$ cat src/rtl/lph_pkg.sv
// shared types and constants for the linear probing hash table
package lph_pkg;

    localparam int unsigned KEY_W       = 31;
    localparam int unsigned DATA_W      = 32;
    localparam int unsigned OP_W        = 2;
    localparam int unsigned STATUS_W    = 2;
    localparam int unsigned SLOT_W      = 4;
    localparam int unsigned COUNT_W     = 5;
    localparam int unsigned IN_TDATA_W  = 72;
    localparam int unsigned OUT_TDATA_W = 16;

    typedef logic [OP_W-1:0]     t_op;
    typedef logic [STATUS_W-1:0] t_status;

    localparam t_op OP_INSERT = 2'd0;
    localparam t_op OP_SEARCH = 2'd1;
    localparam t_op OP_DELETE = 2'd2;
    localparam t_op OP_NONE   = 2'd3;

    localparam t_status STAT_OK      = 2'd0;
    localparam t_status STAT_FULL    = 2'd1;
    localparam t_status STAT_MISSING = 2'd2;

    // broadcast from the controller to every cell
    typedef struct packed {
        logic              start;
        logic              flush;
        logic              en;
        t_op               op;
        logic [KEY_W-1:0]  key;
        logic [DATA_W-1:0] payload;
    } t_probe_cmd;

endpackage

$ cat src/rtl/linear_probe_hash_table_top.sv
// top level of the linear probing hash table: sequencer and ring of slot cells
//
// Requests enter on the s channel (i_s_tdata: opcode, key, payload) and one
// result leaves on the m channel for each request (o_m_tdata: status, slot,
// entry count). One request is worked at a time; o_s_tready is high only
// while the block is idle.
// The table is a ring of TABLE_SLOTS cells. A probe token starts at the home
// slot and moves one cell a cycle while the output register is free; the cell
// holding it compares its key or checks for an empty slot. A search, delete
// or insert into a table that is not full probes from 1 to TABLE_SLOTS slots;
// a full-table insert or unused opcode probes no slot. For a power-of-two
// table the low key bits give the home slot as the request is taken; other
// table sizes reduce the key to its home slot by reciprocal multiplication
// in the states ST_MOD and ST_FOLD. The next request can be taken once the
// result is registered.
// When the receiver stalls, the result is held and the probe walk freezes
// until the output register is free.
// Reset empties the table (valid bits and count cleared).
module linear_probe_hash_table_top #(
    parameter int unsigned TABLE_SLOTS = 16
) (
    input  logic                            i_clk,
    input  logic                            i_rst_n,
    input  logic                            i_s_tvalid,
    output logic                            o_s_tready,
    // opcode [1:0], key [32:2], payload [64:33], zero [71:65]
    input  logic [lph_pkg::IN_TDATA_W-1:0]  i_s_tdata,
    output logic                            o_m_tvalid,
    input  logic                            i_m_tready,
    // status [1:0], slot [5:2], entry_count [10:6], zero [15:11]
    output logic [lph_pkg::OUT_TDATA_W-1:0] o_m_tdata
);
    import lph_pkg::*;

    localparam int unsigned SW = (TABLE_SLOTS > 1) ? $clog2(TABLE_SLOTS) : 1;

    t_probe_cmd             cmd;
    logic [SW-1:0]          home;
    logic [TABLE_SLOTS-1:0] w_tok;
    logic [TABLE_SLOTS-1:0] w_hit;

    lph_ctrl #(
        .TABLE_SLOTS (TABLE_SLOTS),
        .SW          (SW)
    ) u_ctrl (
        .i_clk      (i_clk),
        .i_rst_n    (i_rst_n),
        .i_s_tvalid (i_s_tvalid),
        .o_s_tready (o_s_tready),
        .i_s_tdata  (i_s_tdata),
        .o_m_tvalid (o_m_tvalid),
        .i_m_tready (i_m_tready),
        .o_m_tdata  (o_m_tdata),
        .o_cmd      (cmd),
        .o_home     (home),
        .i_hit_any  (|w_hit)
    );

    for (genvar g = 0; g < TABLE_SLOTS; g++) begin : g_cell
        lph_cell #(
            .IDX (g),
            .SW  (SW)
        ) u_cell (
            .i_clk   (i_clk),
            .i_rst_n (i_rst_n),
            .i_cmd   (cmd),
            .i_home  (home),
            .i_tok   (w_tok[(g + TABLE_SLOTS - 1) % TABLE_SLOTS]),
            .o_tok   (w_tok[g]),
            .o_hit   (w_hit[g])
        );
    end

endmodule

$ cat src/rtl/lph_cell.sv
// one table slot: key, data, valid bit and the probe token passed along the ring
module lph_cell #(
    parameter int unsigned IDX = 0,
    parameter int unsigned SW  = 4
) (
    input  logic               i_clk,
    input  logic               i_rst_n,
    input  lph_pkg::t_probe_cmd i_cmd,
    input  logic [SW-1:0]      i_home,
    input  logic               i_tok,
    output logic               o_tok,
    output logic               o_hit
);
    import lph_pkg::*;

    logic              r_valid;
    logic [KEY_W-1:0]  r_key;
    logic [DATA_W-1:0] r_data;
    logic              r_tok;
    logic              match;

    always_comb begin
        unique case (i_cmd.op)
            OP_INSERT: match = !r_valid;
            OP_SEARCH,
            OP_DELETE: match = r_valid && (r_key == i_cmd.key);
            default:   match = 1'b0;
        endcase
    end

    assign o_hit = r_tok && match && i_cmd.en;
    assign o_tok = r_tok && !match;

    always_ff @(posedge i_clk) begin
        if (!i_rst_n) begin
            r_tok   <= 1'b0;
            r_valid <= 1'b0;
        end else begin
            if (i_cmd.start) begin
                r_tok <= (i_home == SW'(IDX));
            end else if (i_cmd.flush) begin
                r_tok <= 1'b0;
            end else if (i_cmd.en) begin
                r_tok <= i_tok;
            end
            if (o_hit && (i_cmd.op != OP_SEARCH)) begin
                r_valid <= (i_cmd.op == OP_INSERT);
            end
        end
    end

    always_ff @(posedge i_clk) begin
        if (o_hit && (i_cmd.op == OP_INSERT)) begin
            r_key  <= i_cmd.key;
            r_data <= i_cmd.payload;
        end
    end

endmodule

$ cat src/rtl/lph_ctrl.sv
// request sequencer: home slot, probe walk, occupancy count and result register
module lph_ctrl #(
    parameter int unsigned TABLE_SLOTS = 16,
    parameter int unsigned SW          = 4
) (
    input  logic                             i_clk,
    input  logic                             i_rst_n,
    input  logic                             i_s_tvalid,
    output logic                             o_s_tready,
    input  logic [lph_pkg::IN_TDATA_W-1:0]   i_s_tdata,
    output logic                             o_m_tvalid,
    input  logic                             i_m_tready,
    output logic [lph_pkg::OUT_TDATA_W-1:0]  o_m_tdata,
    output lph_pkg::t_probe_cmd              o_cmd,
    output logic [SW-1:0]                    o_home,
    input  logic                             i_hit_any
);
    import lph_pkg::*;

    localparam int unsigned CW      = $clog2(TABLE_SLOTS + 1);
    localparam bit          POW2    = ((TABLE_SLOTS & (TABLE_SLOTS - 1)) == 0);
    localparam int unsigned RECIP_W = 32;
    localparam int unsigned PROD_W  = KEY_W + RECIP_W;
    localparam int unsigned SHIFT   = RECIP_W + SW - 1;
    localparam logic [63:0] RECIP_FULL = (64'd1 << SHIFT) / 64'(TABLE_SLOTS);
    localparam logic [RECIP_W-1:0] RECIP = RECIP_FULL[RECIP_W-1:0];

    localparam logic [1:0] ST_IDLE = 2'd0;
    localparam logic [1:0] ST_MOD  = 2'd1;
    localparam logic [1:0] ST_SCAN = 2'd2;
    localparam logic [1:0] ST_FOLD = 2'd3;

    logic [1:0]           r_state, n_state;
    t_op                  r_op;
    logic [KEY_W-1:0]     r_key;
    logic [DATA_W-1:0]    r_payload;
    logic                 r_go;
    logic [PROD_W-1:0]    r_prod;
    logic [SW-1:0]        r_ptr, n_ptr;
    logic [SW-1:0]        r_step;
    logic [CW-1:0]        r_count, n_count;
    logic                 r_out_valid;
    t_status              r_out_status, n_out_status;
    logic [SLOT_W-1:0]    r_out_slot, n_out_slot;
    logic [COUNT_W-1:0]   r_out_count;

    t_op               in_op;
    logic [KEY_W-1:0]  in_key;
    logic [DATA_W-1:0] in_payload;
    logic              accept;
    logic              go_in;
    logic              out_free;
    logic [SW:0]       q_lo;
    logic [SW:0]       mod_t;
    logic [SW:0]       mod_r;
    logic              start;
    logic              finish;
    logic [SW-1:0]     home;

    assign in_op      = i_s_tdata[1:0];
    assign in_key     = i_s_tdata[32:2];
    assign in_payload = i_s_tdata[64:33];

    assign o_s_tready = (r_state == ST_IDLE);
    assign accept     = i_s_tvalid && o_s_tready;
    assign out_free   = !r_out_valid || i_m_tready;

    always_comb begin
        unique case (in_op)
            OP_INSERT: go_in = (r_count != CW'(TABLE_SLOTS));
            OP_SEARCH,
            OP_DELETE: go_in = 1'b1;
            default:   go_in = 1'b0;
        endcase
    end

    // reciprocal quotient estimate, at most one short, then one correction step
    assign q_lo  = r_prod[SHIFT +: (SW + 1)];
    assign mod_t = r_key[SW:0] - q_lo * (SW + 1)'(TABLE_SLOTS);
    assign mod_r = (mod_t >= (SW + 1)'(TABLE_SLOTS)) ? (mod_t - (SW + 1)'(TABLE_SLOTS)) : mod_t;

    always_comb begin
        n_state = r_state;
        start   = 1'b0;
        home    = '0;
        finish  = 1'b0;
        n_ptr   = (r_ptr == SW'(TABLE_SLOTS - 1)) ? '0 : r_ptr + SW'(1);
        unique case (r_state)
            ST_IDLE: begin
                if (accept) begin
                    if (POW2) begin
                        start   = go_in;
                        home    = in_key[SW-1:0];
                        n_state = ST_SCAN;
                    end else begin
                        n_state = ST_MOD;
                    end
                end
            end
            ST_MOD: begin
                n_state = ST_FOLD;
            end
            ST_FOLD: begin
                start   = r_go;
                home    = mod_r[SW-1:0];
                n_state = ST_SCAN;
            end
            ST_SCAN: begin
                if (out_free) begin
                    finish = !r_go || i_hit_any || (r_step == SW'(TABLE_SLOTS - 1));
                    if (finish) begin
                        n_state = ST_IDLE;
                    end
                end
            end
            default: n_state = ST_IDLE;
        endcase
    end

    always_comb begin
        n_count      = r_count;
        n_out_status = STAT_OK;
        n_out_slot   = '0;
        if (!r_go) begin
            n_out_status = (r_op == OP_INSERT) ? STAT_FULL : STAT_OK;
        end else if (i_hit_any) begin
            n_out_slot = SLOT_W'(r_ptr);
            if (r_op == OP_INSERT) begin
                n_count = r_count + CW'(1);
            end else if (r_op == OP_DELETE) begin
                n_count = r_count - CW'(1);
            end
        end else begin
            n_out_status = (r_op == OP_INSERT) ? STAT_FULL : STAT_MISSING;
        end
    end

    assign o_cmd.start   = start;
    assign o_cmd.flush   = finish;
    assign o_cmd.en      = (r_state == ST_SCAN) && out_free;
    assign o_cmd.op      = r_op;
    assign o_cmd.key     = r_key;
    assign o_cmd.payload = r_payload;
    assign o_home        = home;

    always_ff @(posedge i_clk) begin
        if (!i_rst_n) begin
            r_state     <= ST_IDLE;
            r_count     <= '0;
            r_out_valid <= 1'b0;
            r_go        <= 1'b0;
        end else begin
            r_state <= n_state;
            if (accept) begin
                r_go <= go_in;
            end
            if (finish) begin
                r_count     <= n_count;
                r_out_valid <= 1'b1;
            end else if (i_m_tready) begin
                r_out_valid <= 1'b0;
            end
        end
    end

    always_ff @(posedge i_clk) begin
        if (accept) begin
            r_op      <= in_op;
            r_key     <= in_key;
            r_payload <= in_payload;
        end
        if (r_state == ST_MOD) begin
            r_prod <= PROD_W'(r_key) * PROD_W'(RECIP);
        end
        if ((r_state == ST_IDLE && accept && POW2) || (r_state == ST_FOLD)) begin
            r_ptr  <= home;
            r_step <= '0;
        end else if (r_state == ST_SCAN && out_free && !finish) begin
            r_ptr  <= n_ptr;
            r_step <= r_step + SW'(1);
        end
        if (finish) begin
            r_out_status <= n_out_status;
            r_out_slot   <= n_out_slot;
            r_out_count  <= COUNT_W'(n_count);
        end
    end

    assign o_m_tvalid = r_out_valid;
    assign o_m_tdata  = {5'd0, r_out_count, r_out_slot, r_out_status};

endmodule

$ cat config.mk
export PLATFORM = sky130hd
export DESIGN_NAME = linear_probe_hash_table_top
export DESIGN_NICKNAME = d
export VERILOG_FILES = /design/src/rtl/lph_pkg.sv /design/src/rtl/linear_probe_hash_table_top.sv /design/src/rtl/lph_cell.sv /design/src/rtl/lph_ctrl.sv
export SDC_FILE = /design/constraint.sdc
export NUM_CORES = 1
export LEC_CHECK = 0
export BUFFER_PORTS_ARGS = -buffer_cell sky130_fd_sc_hd__buf_4
export CORE_UTILIZATION = 51
export DETAILED_ROUTE_END_ITERATION = 10
export PLACE_DENSITY_LB_ADDON = 0.3
export SYNTH_ARGS = -nofsm -noshare
export SYNTH_HDL_FRONTEND = slang
export SYNTH_SLANG_ARGS = --single-unit
$ cat constraint.sdc
create_clock -name i_clk -period 3.4 [get_ports i_clk]
set_input_delay 0.17 -clock i_clk [delete_from_list [all_inputs] [get_ports i_clk]]
set_output_delay 0.17 -clock i_clk [all_outputs]
set_load 0.05 [all_outputs]
==> flow_summary.json <==
{
  "setup_tns_ns": 0,
  "startpoint_type": "flop",
  "grt_max_degree": 49,
  "grt_pass1_vias": 14345,
  "r2r_slack_ns": 0.14,
  "die_w_um": 226,
  "ys_seq_area_frac": 0.676,
  "die_h_um": 226,
  "synth-main-ff-cell": "edfxtp_1",
  "min_path_type": "in2reg",
  "endpoint": "u_ctrl.r_out_count[1]",
  "avgSynthCellArea_sq_um": 15.0,
  "r2r_end": "u_ctrl.r_out_count[1]",
  "rows": 81,
  "crit_start": "u_ctrl.r_key[25]",
  "p_switching_uw": 3790,
  "path_buf_inv": 3,
  "worst_pin_slew_ns": 0.760,
  "synthArstFlopShare": 0,
  "antenna_found_initial": 0,
  "fin_skew_ns": 0.0268,
  "die-area_sq_um": 50900,
  "wl_per_cell_um": 22.2,
  "synth.distinct_cells": 54,
  "crit_cells": 12,
  "cts_max_path_buffers": 3,
  "cp-end-kind": "flop",
  "status": "completed",
  "postRouteAntennaNets": 0,
  "drive_gt1_frac": 0.131,
  "rsz0062_at_grt": "false",
  "synth_top_area_cell": "edfxtp_1",
  "io_pins": 94,
  "crit_fanout": 28,
  "cts_buffers": 58,
  "max_stage_delay_ns": 0.39,
  "p_int_uw": 12000,
  "area_growth_pct": 15.2,
  "core_area_sq_um": 49200,
  "place_congestion": 0.887,
  "drcViolationCount": 0,
  "cellPowerDensity_nw_per_um2": 538,
  "swShare": 0.240,
  "viasPerCell": 5.56,
  "hp-start": "i_s_tvalid",
  "htreeDepth": 2,
  "reg2reg_depth": 12,
  "ys_warn_count": 0,
  "start_util": 0.519,
  "required_ns": 3.74,
  "clkSlewWorstSetupHoldPaths_ns": 0.06,
  "nNetsFinal": 1948,
  "synthCells": 1700,
  "pre_cts_ws_ns": 0.108,
  "drt-initial-drc-count": 1193,
  "r2r-start": "u_ctrl.r_key[25]",
  "root_buffer": "clkbuf_16",
  "diodes": 0,
  "fin_crit_ns": 3.26,
  "drt_pass1_iterations": 5,
  "dp_hpwl_mm": 32.7,
  "nFillCells": 3675,
  "grt_overflow_total": 0,
  "leakage_uw": 0.0101,
  "worst_path_max_delay_cell": "a222oi_1",
  "pwr-share-seq": 0.514,
  "insertion_delay_ns": 0.62,
  "synth_area_leaders": "edfxtp_1, xor2_1, dfxtp_1",
  "port_buffers": 49,
  "netlist_area_sq_um": 25500,
  "setup_viol_count_final": 0,
  "grt_pass1_wl_mm": 86.7,
  "synth_edf_count": 544,
  "clkPwrFrac": 0.381,
  "finalPower_uw": 15800,
  "grtUsageTotal": 0.230,
  "placed_cells": 2427,
  "tritoncts": "done",
  "drv_slew": 0,
  "cts_sinks": 589,
  "hold_violations": 0,
  "final.period_utilization": 0.960,
  "yosysTopAreaCellShare": 0.641,
  "drv_cap": 0,
  "vdd_drop_max_mv": 0.456,
  "vias": 14271,
  "setup_ws_ns": 0.138,
  "ys_seq_elements": 589,
  "cp_cell_sequence": "buf_12 -> buf_4 -> xor2_1 -> nor4_1 -> nand4_1 -> o22ai_1 -> a222oi_1 -> nand4_1 -> a21oi_4 -> buf_4 -> nor4_1 -> or3_1",
  "arrival_ns": 3.61,
  "path_delay_family": "simple AND/OR/NAND/NOR gates",
  "fin_cells": 2569,
  "routed_wl_mm": 57.0,
  "slew_headroom": 0.489,
  "clock.fmax_mhz": 307,
  "worstSetupPathType": "reg2reg",
  "power_frac_comb": 0.106
}
state kept, by name (all words and copies together) (netlist names):
name                   cells
u_ctrl.r_go                1
g_cell.u_cell.r_key      496
u_ctrl.r_out_status        2
g_cell.u_cell.r_valid     16
u_ctrl.r_ptr               4
u_ctrl.r_count             5
g_cell.u_cell.r_tok       16
u_ctrl.r_out_slot          4
u_ctrl.o_m_tvalid          1
u_ctrl.r_step              4
u_ctrl.r_op                2
u_ctrl.r_out_count         5
u_ctrl.r_key              31
u_ctrl.r_state             2
power by group through the flow:
| stage | logic (uW) | registers, uW | clock network [uW] |
|---|---|---|---|
| after global routing | 1790 | 8120 | 6400 |
| after global placement | 1600 | 8270 | 0 |
| after CTS | 1680 | 8120 | 6100 |
| after detailed placement | 1640 | 8270 | 0 |
| final | 1670 | 8120 | 6020 |
| after floorplan | 898 | 8390 | 0 |
through the flow:
stage               instance area [sq um]   util  hold slack, ns
floorplan                           25500      -           0.269
global placement                    27200  0.553           0.348
detailed placement                  27200  0.553           0.349
CTS                                 29300  0.597          0.0193
global route                        29400  0.597          0.0750
finish                              29400  0.597          0.0374
worst min-delay path by stage:
stage	end	cells past startpoint
4_1_cts	u_ctrl.r_go	4
5_1_grt	g_cell[15].u_cell.r_tok	3
2_1_floorplan	u_ctrl.r_key[0]	0
3_5_place_dp	u_ctrl.r_key[25]	1
3_3_place_gp	u_ctrl.r_key[21]	1
6_report	u_ctrl.r_go	4
kinds of logic (layout without fill, tap and decap cells):
logic type,Yosys count,in the layout,share of synthesized area
DFF,589,589,0.676
xor gates and xnor gates,500,500,0.172
and+or+nand+nor,333,333,0.0729
AOI/OAI and AO/OA,125,125,0.0324
buffers and inverters,122,323,0.0335
adders and majority gates,15,15,0.00736
muxes,15,15,0.00589
other,1,5,0.000147
cell type report:
cell class | instances | area [sq um] | area share
Multi-Input combinational cell | 993 | 7480 | 0.255
Clock inverter | 27 | 164 | 0.00558
Tap cell | 664 | 831 | 0.0283
Timing Repair Buffer | 183 | 1910 | 0.0650
Clock buffer | 81 | 1620 | 0.0551
Sequential cell | 589 | 17200 | 0.587
Inverter | 32 | 120 | 0.00409
layer usage:
| layer | routed length, um | vias to the layer above | track usage | share of wire |
|---|---|---|---|---|
| met5 | 0 | - | 0 | 0 |
| met1 | 25100 | 7275 | 0.319 | 0.44 |
| met2 | 27500 | 439 | 0.385 | 0.48 |
| li1 | - | 6491 | - | - |
| met3 | 3500 | 66 | 0.0341 | 0.061 |
| met4 | 861 | 0 | 0.0520 | 0.015 |
cells in the mapped netlist (7+ instances only):
library cell	count
nand2b_1	8
a22o_1	8
ha_1	15
buf_6	34
a21oi_1	9
or3_1	15
buf_2	8
nand2_1	68
nor2_1	25
buf_4	27
dfxtp_1	45
nor2b_1	10
nand4_1	39
nor4_1	130
a21boi_0	10
xor2_1	493
a22oi_1	8
o22ai_1	16
o21ai_0	41
and2_1	12
xnor2_1	7
inv_1	30
o21ai_1	10
clkbuf_1	16
edfxtp_1	544
mux2i_1	15
nand3b_1	7
placed cells by master (no fill, tap or decap), types with 11 or more instances in the layout:
cell type	Yosys	layout
clkinv_1	1	18
inv_1	30	30
nor2_2	0	11
edfxtp_1	544	544
and2_1	12	12
buf_12	0	36
buf_4	27	113
dlygate4sd3_1	0	34
dfxtp_1	45	45
nand2_1	68	68
mux2i_1	15	15
nor4_1	130	130
nor2_1	25	14
or3_1	15	15
ha_1	15	15
clkbuf_16	0	59
clkbuf_1	16	16
o22ai_1	16	14
nand4_1	39	39
xor2_1	493	493
o21ai_0	41	41
what timing repair did:
| item | CTS | global route |
|---|---|---|
| hold endpoints to repair | 34 | 0 |
| hold buffers | 34 | 0 |
| resized for setup | 0 | 5 |
| setup buffers | 0 | 0 |
| endpoints found under the setup margin | 0 | 6 |
worst reg2reg max path, cell delays in order, from the launching register on:
cell	delay, ns
edfxtp_1	0.37
buf_12	0.25
buf_4	0.24
xor2_1	0.14
nor4_1	0.07
nand4_1	0.12
o22ai_1	0.18
a222oi_1	0.40
nand4_1	0.35
a21oi_4	0.30
buf_4	0.18
nor4_1	0.05
or3_1	0.34
No activity file was read; power rests on OpenSTA's default activity.
